`config.mk`:
```
export PLATFORM = sky130hd
export DESIGN_NAME = slc_ctrl
export DESIGN_NICKNAME = d
export VERILOG_FILES = /design/src/hdl/slc_pkg.sv /design/src/hdl/slc_ctrl.sv
export SDC_FILE = /design/constraint.sdc
export NUM_CORES = 1
export LEC_CHECK = 0
export ABC_AREA = 1
export BUFFER_PORTS_ARGS = -buffer_cell sky130_fd_sc_hd__buf_2
export CORE_UTILIZATION = 58
export CTS_CLUSTER_DIAMETER = 30
export DETAILED_ROUTE_END_ITERATION = 6
export GPL_ROUTABILITY_DRIVEN = 0
export PLACE_DENSITY = 0.82
export SLEW_MARGIN = 20
export SYNTH_ARGS = -nofsm -noshare
export SYNTH_HDL_FRONTEND = slang
export SYNTH_SLANG_ARGS = --single-unit
```
`constraint.sdc`:
```
create_clock -name clk_i -period 3.8 [get_ports clk_i]
set_input_delay 0.19 -clock clk_i [delete_from_list [all_inputs] [get_ports clk_i]]
set_output_delay 0.19 -clock clk_i [all_outputs]
set_load 0.02 [all_outputs]
```
`src/hdl/slc_pkg.sv`:
```
// Shared types, codes and constants of the segment LCD compositor.
package slc_pkg;

  localparam int unsigned MaxSegmentsDef = 128;
  localparam int unsigned CovDepthDef    = 65536;
  localparam int unsigned CntW           = 9;
  localparam int unsigned WalkIdxW       = 8;
  localparam logic [7:0]  CovOpaque      = 8'hff;

  typedef enum logic [1:0] {
    OP_WR_DESC  = 2'd0,
    OP_WR_COV   = 2'd1,
    OP_SET_LIT  = 2'd2,
    OP_SHADE    = 2'd3
  } op_e;

  typedef enum logic [1:0] {
    KIND_WRITE = 2'd0,
    KIND_PIXEL = 2'd1,
    KIND_DIRTY = 2'd2,
    KIND_NONE  = 2'd3
  } kind_e;

  typedef struct packed {
    logic [15:0] bg_color;
    logic        lit_value;
    logic [7:0]  cov_value;
    logic [15:0] cov_addr;
    logic [9:0]  size_h;
    logic [9:0]  size_w;
    logic [9:0]  pos_y;
    logic [9:0]  pos_x;
    logic [6:0]  seg_index;
  } in_beat_t;

  typedef struct packed {
    logic [15:0] cov_base;
    logic [9:0]  height;
    logic [9:0]  width;
    logic [9:0]  top;
    logic [9:0]  left;
  } seg_desc_t;

  typedef struct packed {
    logic                accept;
    logic                walk_rd;
    logic [WalkIdxW-1:0] walk_idx;
    logic                load_out;
  } cmd_t;

  typedef struct packed {
    logic pipe_empty;
    logic out_free;
  } status_t;

  function automatic logic [15:0] darken565(input logic [15:0] bg, input logic [7:0] c);
    logic [12:0] r;
    logic [13:0] g;
    logic [12:0] b;
    r = bg[15:11] * c;
    g = bg[10:5] * c;
    b = bg[4:0] * c;
    return {r[12:8], g[13:8], b[12:8]};
  endfunction

endpackage

```
`src/hdl/slc_ctrl.sv`:
```
// Controller state machine: item sequencing and segment walk counter.
module slc_ctrl #(
  parameter int unsigned MAX_SEGMENTS = slc_pkg::MaxSegmentsDef
) (
  input  logic             clk_i,
  input  logic             rst_ni,
  input  logic             in_valid_i,
  input  logic [1:0]       in_op_i,
  output logic             in_ready_o,
  input  logic             cfg_we_i,
  input  logic [7:0]       cfg_data_i,
  input  slc_pkg::status_t status_i,
  output slc_pkg::cmd_t    cmd_o
);

  typedef enum logic [3:0] {
    S_IDLE   = 4'b0001,
    S_WALK   = 4'b0010,
    S_DRAIN  = 4'b0100,
    S_RESULT = 4'b1000
  } state_e;

  state_e                      state_q, state_d;
  logic [7:0]                  seg_use_q;
  logic [slc_pkg::CntW-1:0]    cnt_q, cnt_d;
  logic [slc_pkg::CntW-1:0]    limit;
  logic                        accept;

  assign limit = (slc_pkg::CntW'(seg_use_q) > slc_pkg::CntW'(MAX_SEGMENTS)) ?
                 slc_pkg::CntW'(MAX_SEGMENTS) : slc_pkg::CntW'(seg_use_q);
  assign in_ready_o = (state_q == S_IDLE);
  assign accept     = in_valid_i && in_ready_o;

  always_comb begin
    state_d = state_q;
    cnt_d   = cnt_q;
    cmd_o   = '0;
    cmd_o.accept   = accept;
    cmd_o.walk_idx = cnt_q[slc_pkg::WalkIdxW-1:0];
    case (state_q)
      S_IDLE: begin
        if (accept) begin
          cnt_d = '0;
          if (in_op_i == slc_pkg::OP_SHADE && limit != '0) begin
            state_d = S_WALK;
          end else begin
            state_d = S_RESULT;
          end
        end
      end
      S_WALK: begin
        cmd_o.walk_rd = 1'b1;
        cnt_d = cnt_q + 1'b1;
        if (cnt_q == limit - 1'b1) begin
          state_d = S_DRAIN;
        end
      end
      S_DRAIN: begin
        if (status_i.pipe_empty) begin
          state_d = S_RESULT;
        end
      end
      S_RESULT: begin
        if (status_i.out_free) begin
          cmd_o.load_out = 1'b1;
          state_d = S_IDLE;
        end
      end
      default: begin
        state_d = S_IDLE;
      end
    endcase
  end

  always_ff @(posedge clk_i or negedge rst_ni) begin
    if (!rst_ni) begin
      state_q   <= S_IDLE;
      cnt_q     <= '0;
      seg_use_q <= '0;
    end else begin
      state_q <= state_d;
      cnt_q   <= cnt_d;
      if (cfg_we_i) begin
        seg_use_q <= cfg_data_i;
      end
    end
  end

endmodule

```
After elaboration in Yosys (flattened, before gate mapping):

Cells that the tools add are included.

* bits of input ports: 16
* bits in latches: 0
* memory bits (writable): 0
* flip-flop bits (word level): 21
* memory bits (read-only): 0
* memories: 0

* bitwise operators: 0
* $lt $le $gt $ge: 1
* div/mod/pow operators: 0
* $add $sub $neg: 2
* shift-type cells: 0
* reductions and logical operators: 6
* multiplexer cells: 12
* multiply operators: 0
* equal/unequal tests: 10

Operators by type and width (number)
* $mux 4: 5
* $pmux 9 s2: 1
* $pmux 4 s4: 1
* $add 9x1->9 const B: 1
* $eq 9x9->1: 1
* $mux 9: 1
* $reduce_bool 9->1: 1
* $sub 8x1->9 const B: 1
* $gt 8x8->1 const B: 1
* $mux 8: 1
* $ne 2x2->1 const B: 3
* $eq 4x1->1 const B: 1
* $eq 4x2->1 const B: 1
* $eq 4x3->1 const B: 1
* $eq 4x4->1 const B: 1
* $reduce_and 4->1: 1
* $mux 1: 3
* $eq 2x2->1 const B: 1
* $logic_and 1x1->1: 2
* $ne 2x1->1 const B: 1
* $reduce_and 2->1: 1
* $reduce_bool 2->1: 1

Logic depth before layout (Yosys ltp):

* word-level depth: 7
* gate-level depth with buffers: 16

Worst setup path after synthesis:

No wires, ideal clock.

* path type: flip-flop to flip-flop
* from: register seg_use_q[2]
* to: register state_q[2]
* library setup time: 0.066 ns
* required time: 3.734 ns
* period minus slack after synthesis: 2.070 ns
* path buffers: 1
* arrival time: 2.004 ns
* cell stages (with the launch flop): 16
* slack: 1.730 ns
* cell sequence: dfrtp_1 -> nor2_2 -> nand2_1 -> o21ai_2 -> buf_6 -> nand2_1 -> ha_1 -> nand2_1 -> inv_2 -> nand2_1 -> xnor3_1 -> a21oi_1 -> nand4_1 -> nand2_1 -> nand3_1 -> nand2_1

* cells in the longest elaborated chain, start to end: 6

RTL lines
* from (decl): line slc_ctrl.sv:24 `logic [7:0] seg_use_q;`
* from (signal assigned): line slc_ctrl.sv:84 `seg_use_q <= cfg_data_i;`
* $gt 8x8->1: line slc_ctrl.sv:29 `assign limit = (slc_pkg::CntW'(seg_use_q) > slc_pkg::CntW'(MAX_SEGMENTS)) ?`
* $mux 8 (*): line slc_ctrl.sv:29
* $sub 8x1->9 (*): line slc_ctrl.sv:54 `if (cnt_q == limit - 1'b1) begin`
* $eq 9x9->1 (*): line slc_ctrl.sv:54
* $ne 2x2->1 (no source line) (*)
* $reduce_and 4->1 (no source line) (*)
* to (signal assigned): line slc_ctrl.sv:81 `state_q <= state_d;`
* to (decl): line slc_ctrl.sv:23 `state_e state_q, state_d;`

Every way passes the cells marked *; elsewhere a longest branch is shown, timed or not.
A chain may end at the register's enable or synchronous reset.

Worst setup path after layout:

* from: register seg_use_q[0]
* to: register state_q[2]

Same word-level chain as after synthesis.

==> metrics.md <==
| Metric | Value |
|---|---|
| Clk slew on worst S/H paths | roughly 0.12 ns |
| Initial DRC count | 31 |
| #FFs+latches synth | 21 |
| Critical path origin | seg_use_q[0] |
| Max-slew headroom | 67.9% |
| RR Startpoint | seg_use_q[0] |
| Gr usage total | between 20% and 30% |
| Status | finished clean |
| Largest net degree at the start of global routing | 22 |
| Remaining routing DRC violations | 0 |
| WP data arrival | 2.74 ns |
| Hold EP | seg_use_q[6] |
| Main synth FF type | dfrtp_1 |
| Remaining Overflow, GRT | 0 |
| Xor/xnor share of the synthesized area | around 5.6% |
| Sequential fraction of the synthesis area | 37.1% |
| Synth Area in Simple Gates | 28.5% |
| Port Buffers | 27 |
| Post-Synth Adder-Cell Area | 2.65% |
| WL/cell | ~12 um |
| Worst Tran Pin Value | 0.478 ns |
| Antenna diodes | 0 |
| Worst reg2reg path depth | 14 |
| Leakage power | around 0.82 nW |
| Vias in the first global route | around 1200 |
| Post-cts resize count | 0 |
| Final WL | between 2000 and 3000 um |
| IO Pins | 28 |
| EDFF count, synth | 0 |
| Setup CP Type | reg2reg |
| Max Slew Vio Count | 0 |
| MaxCap Viol Count | 0 |
| DP HPWL | 2260 um |
| Critical Path RT | roughly 4.1 ns |
| Ys Warns | 0 |
| Setup_tns | 0 ns |
| Hold WC Path Type | in2reg |
| Clock tree from TritonCTS | yes |
| Largest cells by area after synthesis | dfrtp_1 35%, nand2_1 12%, inv_1 7.4%, nand3_1 7.4%, buf_4 4.8% |
| Hold Path Stages | 3 |
| TritonCTS Buffers | 3 |
| Worst r2r dst | state_q[2] |
| FMAX | approximately 400 MHz |
| Peak VDD IR | roughly 0.31 mV |
| Synth Net Count | ~210 |
| Synth unique cells | 28 |
| Die Ht | between 50 and 60 um |
| Non-Filler Instances | between 200 and 250 |
| Clock root cell | clkbuf_4 |
| Starting Density | about 63% |
| Initial antenna violation count | 0 |
| Cell taking the most area after synthesis | dfrtp_1 |
| RSZ-0062 raised after global routing | false |
| Crit. End Element | register |
| Final setup vio count | 0 |
| ANT nets after route | 0 |
| Chip Width | 51.5 um |
| Compound-Gate Fraction of Synth Area | just over 9% |
| Syn Area/Cell | approximately 7.4 um^2 |
| Tcrit/Tclk final | 65.2% |
| Layout area overhead | 8.73% |
| Nets | approximately 230 |
| Post-synthesis mux area share | 3.09% |
| # rows | 17 |
| Clock Sinks | 21 |
| Die ar. | 0.00265 mm^2 |
| TritonRoute pass-1 iters | 4 |
| Routed vias/inst | between 5 and 6 |
| Main combinational cell family by area after synthesis | simple AND/OR/NAND/NOR gates |
| PwrDens | ~410 mW/mm^2 |
| Placed insts | ~240 |
| Post-synth ARST share | between 90% and 100% |
| Layout cells sized above 1 | between 10% and 20% |
| Layout Skew | between 0.005 and 0.006 ns |
| Routed via count | ~1300 |
| Clock latency on the worst-skew pair | roughly 0.32 ns |
| Hold Vio Cnt, Final | 0 |
| Mapped Area | about 0.0014 mm^2 |
| Crit path max fanout | 12 |
| Core area | 0.00225 mm^2 |
| Worst setup SP type | register |
| Cells after Synth | around 190 |
| Clock period minus final worst setup slack | 2.48 ns |
| Top-area cell type share of the netlist area | a little over a third |
| Flop2flop setup slack | between 1 and 1.5 ns |
| H-tree levels | 1 |
| First-pass GRT wire length | between 5000 and 6000 um |
| Min-delay src | cfg_data_i[6] |
| Clock tree buffer depth | 2 |
[cell type report]
type,instances,area (um^2)
Fill cell,206,712
Clock buffer,4,26.3
Multi-Input combinational cell,130,697
Timing Repair Buffer,28,145
Inverter,30,113
Sequential cell,21,527
Tap cell,28,35.0
[where the power goes]
| group | internal [mW] | total (mW) | switching (mW) |
|---|---|---|---|
| sequential | 0.254 | 0.282 | 0.0282 |
| clock | 0.0411 | 0.112 | 0.0706 |
| combinational | 0.0830 | 0.240 | 0.157 |
[worst max path at each step]
stage	endpoint	slack, ns	depth (start not counted)
after CTS	state_q[2]	1.34	14
after global routing	state_q[2]	1.11	12
after global placement	state_q[2]	1.50	14
after detailed placement	state_q[2]	1.39	14
final	state_q[2]	1.32	14
after floorplan	state_q[2]	1.73	15
[metal layers]
| metal | share of wire (%) | vias to the layer above | track usage [%] |
|---|---|---|---|
| met2 | 51 | 33 | 46.8 |
| li1 | - | 653 | - |
| met1 | 44 | 592 | 32.4 |
| met4 | 1.5 | 0 | 10.4 |
| met3 | 3.8 | 5 | 3.87 |
| met5 | 0 | - | 0 |
[cell families after synthesis]
group,Yosys count
XOR/XNOR,6
AO/OA/AOI/OAI,24
flip-flops,21
multiplexers,4
buffers and inverters,41
adder cells (fa/ha/maj),3
AND/OR/NAND/NOR,93
[per-stage QoR]
step	hold WS, ns	utilization, %	instance area, um^2	setup slack [ns]	power [mW]
detailed placement	0.174	66.8	1510	1.39	0.524
floorplan	-0.106	-	1420	1.73	0.471
finish	0.0737	68.4	1540	1.32	0.634
CTS	0.0768	68.4	1540	1.34	0.633
global placement	0.159	66.8	1510	1.50	0.514
global route	0.0857	68.4	1540	1.11	0.684
[state kept, by name (all words and copies together) (netlist names)]
register,cells
state_q,4
cnt_q,9
seg_use_q,8
[cell usage in the layout, fill, tap and decap left out]
cell / synthesis / final
nand3_1: 21 / 21
nor4_1: 1 / 1
a31oi_1: 1 / 1
o31ai_1: 1 / 1
clkbuf_1: 1 / 1
dfrtp_1: 20 / 20
nor3_1: 1 / 1
nand4_1: 3 / 3
or2_2: 1 / 1
dfstp_2: 1 / 1
mux2_2: 3 / 3
o21ai_2: 1 / 1
dlygate4sd3_1: 0 / 1
nor3_4: 1 / 1
buf_2: 0 / 27
ha_1: 3 / 3
o21ai_1: 2 / 2
clkbuf_4: 0 / 3
inv_1: 28 / 28
o21ai_0: 11 / 11
nor2_2: 1 / 1
inv_2: 2 / 2
xnor3_1: 2 / 2
nand2_1: 46 / 46
o22ai_1: 3 / 3
nor2_1: 18 / 18
xor2_1: 4 / 4
a21oi_1: 5 / 5
mux2i_1: 1 / 1
[timing repair]
item / in CTS / in global routing
hold buffers: 1 / 0
buffers inserted: 0 / 0
hold endpoints to repair: 20 / 0
[worst max-delay path, cell delays in order (launching register included)]
cell and delay, ns:
dfrtp_1 0.45, nor2_1 0.12, nand2_1 0.07, o21ai_2 0.36
nand2_1 0.17, ha_1 0.28, nand2_1 0.14, inv_2 0.05
nand2_1 0.06, xnor3_1 0.21, a21oi_1 0.12, nand4_1 0.10
nand2_1 0.10, nand3_1 0.09, nand2_1 0.09
[cell usage after synthesis, drive strengths merged (2+ instances only)]
cell type and instances:
nand3 21, a21oi 5, nor2 19, inv 30, mux2 3, dfrtp 20
nand2 46, nor3 2, xnor3 2, nand4 3, o22ai 3, o21ai 14
buf 10, xor2 4, ha 3
(Power assumes the default switching activity.)
